`config.mk`:
```
export PLATFORM = sky130hd
export DESIGN_NAME = nearest_point_search
export DESIGN_NICKNAME = d
export VERILOG_FILES = /design/src/design/nps_pkg.sv /design/src/design/nps_cell.sv /design/src/design/nps_dist.sv /design/src/design/nearest_point_search.sv
export VERILOG_INCLUDE_DIRS = /design/src /design/src/design
export SDC_FILE = /design/constraint.sdc
export NUM_CORES = 2
export LEC_CHECK = 0
export ABC_CLOCK_PERIOD_IN_PS = 21800
export BUFFER_PORTS_ARGS = -buffer_cell sky130_fd_sc_hd__clkbuf_2
export CAP_MARGIN = 20
export CORE_MARGIN = 2
export CORE_UTILIZATION = 36
export DETAILED_ROUTE_END_ITERATION = 8
export REMOVE_ABC_BUFFERS = 1
export SYNTH_ARGS = -nofsm -noshare
export SYNTH_HDL_FRONTEND = slang
export SYNTH_HIERARCHICAL = 1
export SYNTH_SLANG_ARGS = --single-unit
```
`constraint.sdc`:
```
create_clock -name clk_i -period 21.8 [get_ports clk_i]
set_clock_uncertainty 0.15 [all_clocks]
set_input_delay 4.36 -clock clk_i [delete_from_list [all_inputs] [get_ports clk_i]]
set_output_delay 4.36 -clock clk_i [all_outputs]
set_load 0.05 [all_outputs]
```
`src/design/nearest_point_search_macros.svh`:
```
// Assertion macros used by the nearest point search RTL.
`ifndef NEAREST_POINT_SEARCH_MACROS_SVH
`define NEAREST_POINT_SEARCH_MACROS_SVH

// Same-cycle implication, sampled on clk_i, off while rst_ni is low.
`define NPS_ASSERT_NOW(lbl, ante, cons, msg) \
  lbl: assert property (@(posedge clk_i) disable iff (!rst_ni) (ante) |-> (cons)) \
    else $error(msg);

// Next-cycle implication, sampled on clk_i, off while rst_ni is low.
`define NPS_ASSERT_NEXT(lbl, ante, cons, msg) \
  lbl: assert property (@(posedge clk_i) disable iff (!rst_ni) (ante) |=> (cons)) \
    else $error(msg);

`endif

```
`src/design/nps_pkg.sv`:
```
// Types and constants of the nearest point search block.
`default_nettype none

package nps_pkg;

  localparam int CoordBits     = 16;
  localparam int DiffBits      = CoordBits + 1;
  localparam int SqBits        = 2 * CoordBits;
  localparam int DistBits      = 2 * CoordBits + 1;
  localparam int IdxBits       = 6;
  localparam int RangeBits     = 16;
  localparam int TableDepthDef = 64;

  typedef enum logic [1:0] {
    ModeWrEntry   = 2'd0,
    ModeWrSpecial = 2'd1,
    ModeQuery     = 2'd2
  } mode_e;

  typedef struct packed {
    mode_e                        mode;
    logic [IdxBits-1:0]           entry_index;
    logic signed [CoordBits-1:0]  pos_x;
    logic signed [CoordBits-1:0]  pos_y;
    logic                         is_active;
    logic                         is_phased;
    logic [RangeBits-1:0]         radius;
    logic                         include_special;
  } in_t;

  typedef struct packed {
    logic                         found;
    logic [IdxBits-1:0]           winner_index;
    logic                         winner_is_special;
    logic signed [CoordBits-1:0]  target_x;
    logic signed [CoordBits-1:0]  target_y;
    logic [DistBits-1:0]          distance_squared;
  } out_t;

  typedef struct packed {
    logic signed [CoordBits-1:0]  x;
    logic signed [CoordBits-1:0]  y;
    logic                         active;
    logic                         phased;
  } point_t;

  // Control tag that travels with a point through the distance pipe.
  typedef struct packed {
    logic vld;
    logic special;
    logic elig;
  } tag_t;

endpackage

`default_nettype wire

```
`src/design/nps_cell.sv`:
```
// One table cell: holds a point entry and rotates it to its neighbor while scanning.
`default_nettype none

module nps_cell (
  input  wire logic            clk_i,
  input  wire logic            rst_ni,
  input  wire logic            shift_i,
  input  wire logic            wr_i,
  input  wire nps_pkg::point_t wr_pt_i,
  input  wire nps_pkg::point_t nb_pt_i,
  output nps_pkg::point_t      pt_o
);

  logic                                 active_q, active_d;
  logic                                 phased_q, phased_d;
  logic signed [nps_pkg::CoordBits-1:0] x_q, x_d;
  logic signed [nps_pkg::CoordBits-1:0] y_q, y_d;

  always_comb begin
    active_d = active_q;
    phased_d = phased_q;
    x_d      = x_q;
    y_d      = y_q;
    if (wr_i) begin
      active_d = wr_pt_i.active;
      phased_d = wr_pt_i.phased;
      x_d      = wr_pt_i.x;
      y_d      = wr_pt_i.y;
    end else if (shift_i) begin
      active_d = nb_pt_i.active;
      phased_d = nb_pt_i.phased;
      x_d      = nb_pt_i.x;
      y_d      = nb_pt_i.y;
    end
  end

  // Flags reset to inactive; coordinates only matter once written.
  always_ff @(posedge clk_i or negedge rst_ni) begin
    if (!rst_ni) begin
      active_q <= 1'b0;
      phased_q <= 1'b0;
    end else begin
      active_q <= active_d;
      phased_q <= phased_d;
    end
  end

  always_ff @(posedge clk_i) begin
    x_q <= x_d;
    y_q <= y_d;
  end

  assign pt_o.x      = x_q;
  assign pt_o.y      = y_q;
  assign pt_o.active = active_q;
  assign pt_o.phased = phased_q;

endmodule

`default_nettype wire

```
`src/design/nps_dist.sv`:
```
// Two-stage squared distance pipe: coordinate differences, then squares.
`default_nettype none

module nps_dist #(
  parameter int IDX_W = 6
) (
  input  wire logic                                 clk_i,
  input  wire logic                                 rst_ni,
  input  wire nps_pkg::tag_t                        tag_i,
  input  wire logic [IDX_W-1:0]                     idx_i,
  input  wire logic signed [nps_pkg::CoordBits-1:0] pt_x_i,
  input  wire logic signed [nps_pkg::CoordBits-1:0] pt_y_i,
  input  wire logic signed [nps_pkg::CoordBits-1:0] org_x_i,
  input  wire logic signed [nps_pkg::CoordBits-1:0] org_y_i,
  output nps_pkg::tag_t                             tag_o,
  output logic [IDX_W-1:0]                          idx_o,
  output logic signed [nps_pkg::CoordBits-1:0]      x_o,
  output logic signed [nps_pkg::CoordBits-1:0]      y_o,
  output logic [nps_pkg::SqBits-1:0]                sq_x_o,
  output logic [nps_pkg::SqBits-1:0]                sq_y_o
);

  // stage A: differences
  nps_pkg::tag_t                        tag_a_q;
  logic [IDX_W-1:0]                     idx_a_q;
  logic signed [nps_pkg::CoordBits-1:0] x_a_q, y_a_q;
  logic signed [nps_pkg::DiffBits-1:0]  dx_a_q, dx_a_d;
  logic signed [nps_pkg::DiffBits-1:0]  dy_a_q, dy_a_d;

  // stage B: squares
  nps_pkg::tag_t                        tag_b_q;
  logic [IDX_W-1:0]                     idx_b_q;
  logic signed [nps_pkg::CoordBits-1:0] x_b_q, y_b_q;
  logic [nps_pkg::SqBits-1:0]           sqx_b_q, sqx_b_d;
  logic [nps_pkg::SqBits-1:0]           sqy_b_q, sqy_b_d;
  logic signed [2*nps_pkg::DiffBits-1:0] prod_x, prod_y;

  assign dx_a_d = $signed({pt_x_i[nps_pkg::CoordBits-1], pt_x_i})
                - $signed({org_x_i[nps_pkg::CoordBits-1], org_x_i});
  assign dy_a_d = $signed({pt_y_i[nps_pkg::CoordBits-1], pt_y_i})
                - $signed({org_y_i[nps_pkg::CoordBits-1], org_y_i});

  // squares are below 2^32, so the low bits hold them exactly
  assign prod_x  = dx_a_q * dx_a_q;
  assign prod_y  = dy_a_q * dy_a_q;
  assign sqx_b_d = prod_x[nps_pkg::SqBits-1:0];
  assign sqy_b_d = prod_y[nps_pkg::SqBits-1:0];

  always_ff @(posedge clk_i or negedge rst_ni) begin
    if (!rst_ni) begin
      tag_a_q <= '0;
      tag_b_q <= '0;
    end else begin
      tag_a_q <= tag_i;
      tag_b_q <= tag_a_q;
    end
  end

  always_ff @(posedge clk_i) begin
    idx_a_q <= idx_i;
    x_a_q   <= pt_x_i;
    y_a_q   <= pt_y_i;
    dx_a_q  <= dx_a_d;
    dy_a_q  <= dy_a_d;
    idx_b_q <= idx_a_q;
    x_b_q   <= x_a_q;
    y_b_q   <= y_a_q;
    sqx_b_q <= sqx_b_d;
    sqy_b_q <= sqy_b_d;
  end

  assign tag_o  = tag_b_q;
  assign idx_o  = idx_b_q;
  assign x_o    = x_b_q;
  assign y_o    = y_b_q;
  assign sq_x_o = sqx_b_q;
  assign sq_y_o = sqy_b_q;

endmodule

`default_nettype wire

```
`src/design/nearest_point_search.sv`:
```
// A table write, special write or unused-mode item yields an all-zero result.
// A query rotates the cell chain once past a single distance unit: its result is formed in
// the scan, special and drain states and output from finish; the next item is taken only in idle.
// Rate is one table entry per cycle, set by the rotation and the shared distance pipe.
// A finished result waits in the output register while the next item is processed.
// Reset (rst_ni low, asynchronous) clears all entries and the special point to inactive.
`default_nettype none

`include "nearest_point_search_macros.svh"

module nearest_point_search #(
  parameter int TABLE_DEPTH = nps_pkg::TableDepthDef
) (
  input  wire logic         clk_i,
  input  wire logic         rst_ni,
  input  wire logic         in_valid_i,
  output logic              in_ready_o,
  input  wire nps_pkg::in_t in_i,
  output logic              out_valid_o,
  input  wire logic         out_ready_i,
  output nps_pkg::out_t     out_o
);

  localparam int CntW = (TABLE_DEPTH > 1) ? $clog2(TABLE_DEPTH) : 1;

  typedef enum logic [2:0] {
    StIdle,
    StScan,
    StSpec,
    StDrain,
    StFinish
  } state_e;

  state_e                               state_q;
  logic [CntW-1:0]                      cnt_q;
  logic signed [nps_pkg::CoordBits-1:0] org_x_q, org_y_q;
  logic [nps_pkg::SqBits-1:0]           limit_q;
  logic                                 limited_q;
  logic                                 inc_sp_q;
  nps_pkg::point_t                      sp_q;
  logic                                 have_q;
  logic [nps_pkg::DistBits-1:0]         best_q;
  logic [CntW-1:0]                      best_idx_q;
  logic                                 best_sp_q;
  logic signed [nps_pkg::CoordBits-1:0] best_x_q, best_y_q;
  nps_pkg::out_t                        res_q, res_d;
  nps_pkg::out_t                        out_q;
  logic                                 out_vld_q;

  logic                                 accept;
  logic                                 wr_entry;
  logic                                 shift;
  nps_pkg::point_t                      wr_pt;
  nps_pkg::point_t                      cell_pt [TABLE_DEPTH];
  nps_pkg::point_t                      head;
  nps_pkg::tag_t                        feed_tag;
  logic signed [nps_pkg::CoordBits-1:0] feed_x, feed_y;

  nps_pkg::tag_t                        tag_b;
  logic [CntW-1:0]                      idx_b;
  logic signed [nps_pkg::CoordBits-1:0] x_b, y_b;
  logic [nps_pkg::SqBits-1:0]           sq_x_b, sq_y_b;
  logic [nps_pkg::DistBits-1:0]         cand_dist;
  logic                                 take_tab, take_sp, upd;
  logic                                 have_n, best_sp_n;
  logic [nps_pkg::DistBits-1:0]         best_n;
  logic [CntW-1:0]                      best_idx_n;
  logic signed [nps_pkg::CoordBits-1:0] best_x_n, best_y_n;
  logic [CntW+nps_pkg::IdxBits-1:0]     idx_wide;
  logic                                 finalize;

  assign in_ready_o = (state_q == StIdle);
  assign accept     = in_valid_i && in_ready_o;
  assign wr_entry   = accept && (in_i.mode == nps_pkg::ModeWrEntry);
  assign shift      = (state_q == StScan);

  assign wr_pt.x      = in_i.pos_x;
  assign wr_pt.y      = in_i.pos_y;
  assign wr_pt.active = in_i.is_active;
  assign wr_pt.phased = in_i.is_phased;

  // Cell i takes cell i+1 while scanning, so entry k sits in cell 0 at scan step k.
  for (genvar i = 0; i < TABLE_DEPTH; i++) begin : g_cell
    localparam int Nxt = (i + 1) % TABLE_DEPTH;
    logic we;
    assign we = wr_entry && (int'(in_i.entry_index) == i);
    nps_cell u_cell (
      .clk_i   (clk_i),
      .rst_ni  (rst_ni),
      .shift_i (shift),
      .wr_i    (we),
      .wr_pt_i (wr_pt),
      .nb_pt_i (cell_pt[Nxt]),
      .pt_o    (cell_pt[i])
    );
  end

  assign head = cell_pt[0];

  always_comb begin
    feed_tag = '0;
    feed_x   = head.x;
    feed_y   = head.y;
    if (state_q == StScan) begin
      feed_tag.vld  = 1'b1;
      feed_tag.elig = head.active && !head.phased;
    end else if (state_q == StSpec) begin
      feed_tag.vld     = 1'b1;
      feed_tag.special = 1'b1;
      feed_tag.elig    = inc_sp_q && sp_q.active;
      feed_x           = sp_q.x;
      feed_y           = sp_q.y;
    end
  end

  nps_dist #(
    .IDX_W (CntW)
  ) u_dist (
    .clk_i   (clk_i),
    .rst_ni  (rst_ni),
    .tag_i   (feed_tag),
    .idx_i   (cnt_q),
    .pt_x_i  (feed_x),
    .pt_y_i  (feed_y),
    .org_x_i (org_x_q),
    .org_y_i (org_y_q),
    .tag_o   (tag_b),
    .idx_o   (idx_b),
    .x_o     (x_b),
    .y_o     (y_b),
    .sq_x_o  (sq_x_b),
    .sq_y_o  (sq_y_b)
  );

  // Compare stage: strict less-than keeps the lower index on ties.
  assign cand_dist = {1'b0, sq_x_b} + {1'b0, sq_y_b};
  assign take_tab = tag_b.vld && !tag_b.special && tag_b.elig &&
                    (have_q ? (cand_dist < best_q)
                            : (!limited_q || (cand_dist < {1'b0, limit_q})));
  assign take_sp  = tag_b.vld && tag_b.special && tag_b.elig &&
                    (!have_q || (cand_dist < best_q));
  assign upd      = take_tab || take_sp;

  assign have_n     = upd ? 1'b1      : have_q;
  assign best_n     = upd ? cand_dist : best_q;
  assign best_sp_n  = upd ? take_sp   : best_sp_q;
  assign best_idx_n = take_sp ? '0 : (upd ? idx_b : best_idx_q);
  assign best_x_n   = upd ? x_b       : best_x_q;
  assign best_y_n   = upd ? y_b       : best_y_q;
  assign idx_wide   = {{nps_pkg::IdxBits{1'b0}}, best_idx_n};

  assign finalize = (state_q == StDrain) && tag_b.vld && tag_b.special;

  always_comb begin
    res_d = '0;
    if (have_n) begin
      res_d.found             = 1'b1;
      res_d.winner_index      = idx_wide[nps_pkg::IdxBits-1:0];
      res_d.winner_is_special = best_sp_n;
      res_d.target_x          = best_x_n;
      res_d.target_y          = best_y_n;
      res_d.distance_squared  = best_n;
    end
  end

  always_ff @(posedge clk_i or negedge rst_ni) begin
    if (!rst_ni) begin
      state_q    <= StIdle;
      cnt_q      <= '0;
      org_x_q    <= '0;
      org_y_q    <= '0;
      limit_q    <= '0;
      limited_q  <= 1'b0;
      inc_sp_q   <= 1'b0;
      sp_q       <= '0;
      have_q     <= 1'b0;
      best_q     <= '0;
      best_idx_q <= '0;
      best_sp_q  <= 1'b0;
      best_x_q   <= '0;
      best_y_q   <= '0;
      res_q      <= '0;
      out_q      <= '0;
      out_vld_q  <= 1'b0;
    end else begin
      if (out_vld_q && out_ready_i && (state_q != StFinish)) begin
        out_vld_q <= 1'b0;
      end
      if (upd) begin
        have_q     <= have_n;
        best_q     <= best_n;
        best_idx_q <= best_idx_n;
        best_sp_q  <= best_sp_n;
        best_x_q   <= best_x_n;
        best_y_q   <= best_y_n;
      end
      unique case (state_q)
        StIdle: begin
          if (accept) begin
            res_q <= '0;
            case (in_i.mode)
              nps_pkg::ModeWrSpecial: begin
                sp_q.x      <= in_i.pos_x;
                sp_q.y      <= in_i.pos_y;
                sp_q.active <= in_i.is_active;
                sp_q.phased <= 1'b0;
                state_q     <= StFinish;
              end
              nps_pkg::ModeQuery: begin
                org_x_q   <= in_i.pos_x;
                org_y_q   <= in_i.pos_y;
                limit_q   <= nps_pkg::SqBits'(in_i.radius) * nps_pkg::SqBits'(in_i.radius);
                limited_q <= (in_i.radius != '0);
                inc_sp_q  <= in_i.include_special;
                have_q    <= 1'b0;
                best_sp_q <= 1'b0;
                cnt_q     <= '0;
                state_q   <= StScan;
              end
              default: begin
                state_q <= StFinish;
              end
            endcase
          end
        end
        StScan: begin
          if (cnt_q == CntW'(TABLE_DEPTH - 1)) begin
            cnt_q   <= '0;
            state_q <= StSpec;
          end else begin
            cnt_q <= cnt_q + 1'b1;
          end
        end
        StSpec: begin
          state_q <= StDrain;
        end
        StDrain: begin
          if (finalize) begin
            res_q   <= res_d;
            state_q <= StFinish;
          end
        end
        StFinish: begin
          if (!out_vld_q || out_ready_i) begin
            out_q     <= res_q;
            out_vld_q <= 1'b1;
            state_q   <= StIdle;
          end
        end
        default: begin
          state_q <= StIdle;
        end
      endcase
    end
  end

  assign out_valid_o = out_vld_q;
  assign out_o       = out_q;

  `NPS_ASSERT_NEXT(a_scan_wrap, (state_q == StScan) && (cnt_q == CntW'(TABLE_DEPTH - 1)), state_q == StSpec, "scan did not end after one full rotation")
  `NPS_ASSERT_NOW(a_special_reaches_cmp, state_q == StSpec, ##2 (tag_b.vld && tag_b.special && finalize), "special point did not reach the compare stage on time")
  `NPS_ASSERT_NOW(a_special_index_zero, out_vld_q && out_q.winner_is_special, out_q.found && (out_q.winner_index == '0), "special winner carries a table index")
  `NPS_ASSERT_NOW(a_have_clear_on_query, $fell(have_q), $past(accept) && ($past(in_i.mode) == nps_pkg::ModeQuery), "best candidate dropped outside a query start")

endmodule

`default_nettype wire

```
==> reports/qor.txt <==
Status - complete, no violations
Post-synthesis adder-cell area fraction - 12.5%
TritonCTS clock tree - done
CP Data Arrival Time - 11.33 ns
Antenna Nets Post-Route - 0
Site Rows - 236
Yosys cell types - 79
WL final - 330 mm
Total GRT Usage - 15.6%
RR Startpoint - u_dist/sq_x_o[4]$_DFF_P_
1st-iter DRT viols - 5202
Cells along the critical path - clkbuf_2 > inv_1 > nor2_1 > inv_1 > fa_1 > inv_1 > fa_1 > fa_1 > fa_1 > fa_1 > inv_1 > fa_1 > inv_1 > ha_1 > a21o_1 > a21o_1 > a21o_1 > a311o_1 > a21oi_1 > o31ai_1 > o41a_1 > a31oi_1 > xnor2_1 > o21ai_0
RSZ-0062 raised after global routing - false
Die Y - 647 um
Vias - 76268
Via density per instance - 4.94
Grt ovf - 0
Final Net Count - 10844
Crit path capture type - flip-flop
Hold Crit Start - u_dist/y_a_q[4]$_DFF_P_
Area grow syn2layout - 8.96%
Fill cells - 37567
Total Neg Setup Slack - 0 ns
Port bufs - 137
Drt first pass iters - 5
Clock Sinks - 2681
Clock period minus final worst setup slack - 10.74 ns
Die area - 419000 sq um
Synth Area in XOR/XNOR - 1.00%
Simple-gate portion of the synthesized area - 3.52%
Slew HR - 23.9%
Synth Area in Compound Gates - 2.99%
Number of global-route vias before repair - 82531
Final setup violation count - 0
Hold path cells - 0
H-tree depth - 5
Post-synthesis mux area share - 22.4%
CTS Hold Bufs - 0
Cell family with most CP delay - adder cells
Register area share after synthesis - 51.4%
Clk_lat worst skew - 0.96 ns
Startpoint Class - input pin
Type of the most critical hold path - flip-flop to flip-flop
Most used DFF post-synth - edfxtp_1
Syn_area_per_cell - 15.4 sq um
Path depth of the worst reg2reg path - 23
Number of synthesized flops with an enable pin - 2048
Fmax - 93.1 MHz
Least-Margin Pin Slew - 1.14 ns
Final hold vios - 0
FF-to-FF End - res_q[64]$_DFFE_PN0P_
Hold Path Sink - u_dist/y_o[4]$_DFF_P_
Slowest CP cell - fa_1
Synth area leader - edfxtp_1
Cell count after synthesis - 9670
DRC Markers - 0
Post-CTS sizing - 0
Area share of the largest cell type after synthesis - 41.3%
CTS max path bufs - 4
Die span in x - 647 um
Initial Util - 36.1%
R2r setup slk - 14.26 ns
Most frequent cells in the layout - edfxtp_1, mux2_4, inv_1
Asr flop ratio synth - 17.2%
Worst-path fanout max - 17
Largest net degree at the start of global routing - 107
Synth warn - 6
CP dominant cell by count - fa_1
Slowest stage delay, CP - 0.55 ns
Core area - 413000 sq um
Synth area leaders - edfxtp_1, mux2_4, fa_1, dfrtp_1, mux2_2
CP bufs+invs - 6
Initial antenna violation count - 21
Wire per inst - 21.4 um
CTS Buf Count - 298
Largest family of logic cells by synthesized area - multiplexers
Clock Pin Slew Worst Setup and Hold Paths - 0.06 ns
Dpl hpwl - 212 mm
Critical path class - input pin to flip-flop
# IOs - 138
Max-Cap Viols - 0
Final Wtd Congestion - 0.842
Most common cell after layout, fill and taps aside - edfxtp_1
Tcrit/Tclk final - 49.2%
Fraction of layout cells with a size suffix above 1 - 31.4%
Post-CTS Repair Setup Buffers - 0
Root Driver - clkbuf_16
Fin. max-slew vios - 0
First-pass GRT wire length - 512 mm
Netlist Area Pre-Place - 149000 sq um
Synth Register Bits - 2681
Required @ worst endpoint - 22.39 ns
-- logic make-up (layout without fill, tap and decap cells) --
kind of cell / count (synthesis) / count (layout)
other: 1 / 7
buffers and inverters: 1534 / 1811
flip-flops: 2681 / 2681
multiplexers: 2419 / 2419
AO/OA/AOI/OAI: 682 / 682
XOR/XNOR: 170 / 170
adder cells (fa/ha/maj): 1074 / 1074
AND/OR/NAND/NOR: 1109 / 1109
-- worst max path at each step --
stage | slack [ns] | start | end | cells after the start
after floorplan | 1.40 | state_q[2]$_DFFE_PN0P_ | state_q[1]$_DFFE_PN0P_ | 6
after global placement | 10.11 | in_i[5] | limit_q[31]$_DFFE_PN0P_ | 24
after detailed placement | 10.09 | in_i[5] | limit_q[31]$_DFFE_PN0P_ | 24
after CTS | 11.03 | in_i[5] | limit_q[31]$_DFFE_PN0P_ | 24
after global routing | 10.65 | in_i[5] | limit_q[31]$_DFFE_PN0P_ | 24
final | 11.06 | in_i[5] | limit_q[31]$_DFFE_PN0P_ | 24
-- flip-flops by register name, summed over array words and instances (netlist names), 33 cells and up --
| signal | cells |
|---|---|
| g_cell.u_cell/x_q | 1024 |
| g_cell.u_cell/y_q | 1024 |
| out_o | 73 |
| res_q | 73 |
| g_cell.u_cell/active_q | 64 |
| g_cell.u_cell/phased_q | 64 |
| best_q | 33 |
| sp_q | 33 |
-- layer usage --
metal,up-vias,global-route usage (%),routed length (um)
li1,34018,-,-
met1,40165,21.1,150000
met2,1600,25.9,157000
met3,467,2.41,14400
met4,18,3.99,8090
met5,-,0,100
-- synth_stat cells, types with 135 or more instances --
library cell  count
dfxtp_1         172
nor2_1          203
and2_1          170
nand2_1         451
mux2_2          637
mux2_4         1648
edfxtp_1       2048
buf_6           135
inv_1          1019
fa_1            680
dfrtp_1         461
ha_1            394
o21ai_0         227
-- layout make-up --
type,instances,area [sq um],share of cell area [%]
clock inverter,134,1590,0.978
multi-input combinational,5456,63500,39.2
clock buffer,407,8190,5.05
tap,5474,6850,4.22
antenna,5,12.5,0.00772
inverter,1019,3820,2.36
sequential,2681,76500,47.2
timing repair buffer,251,1690,1.04
-- stage by stage --
stage	worst slack (ns)	utilization [%]	cells	instance area, sq um	hold WS [ns]
after floorplan	1.40	-	9156	143000	0.160
after global placement	10.11	36.9	14878	152000	0.162
after detailed placement	10.09	36.9	14878	152000	0.162
after CTS	11.03	39.3	15419	162000	0.175
after global routing	10.65	39.3	15425	162000	0.180
final	11.06	39.3	15427	162000	0.175
Power is not shown: default switching activity piles up to over one toggle a cycle in this logic, so the estimate is an artifact.
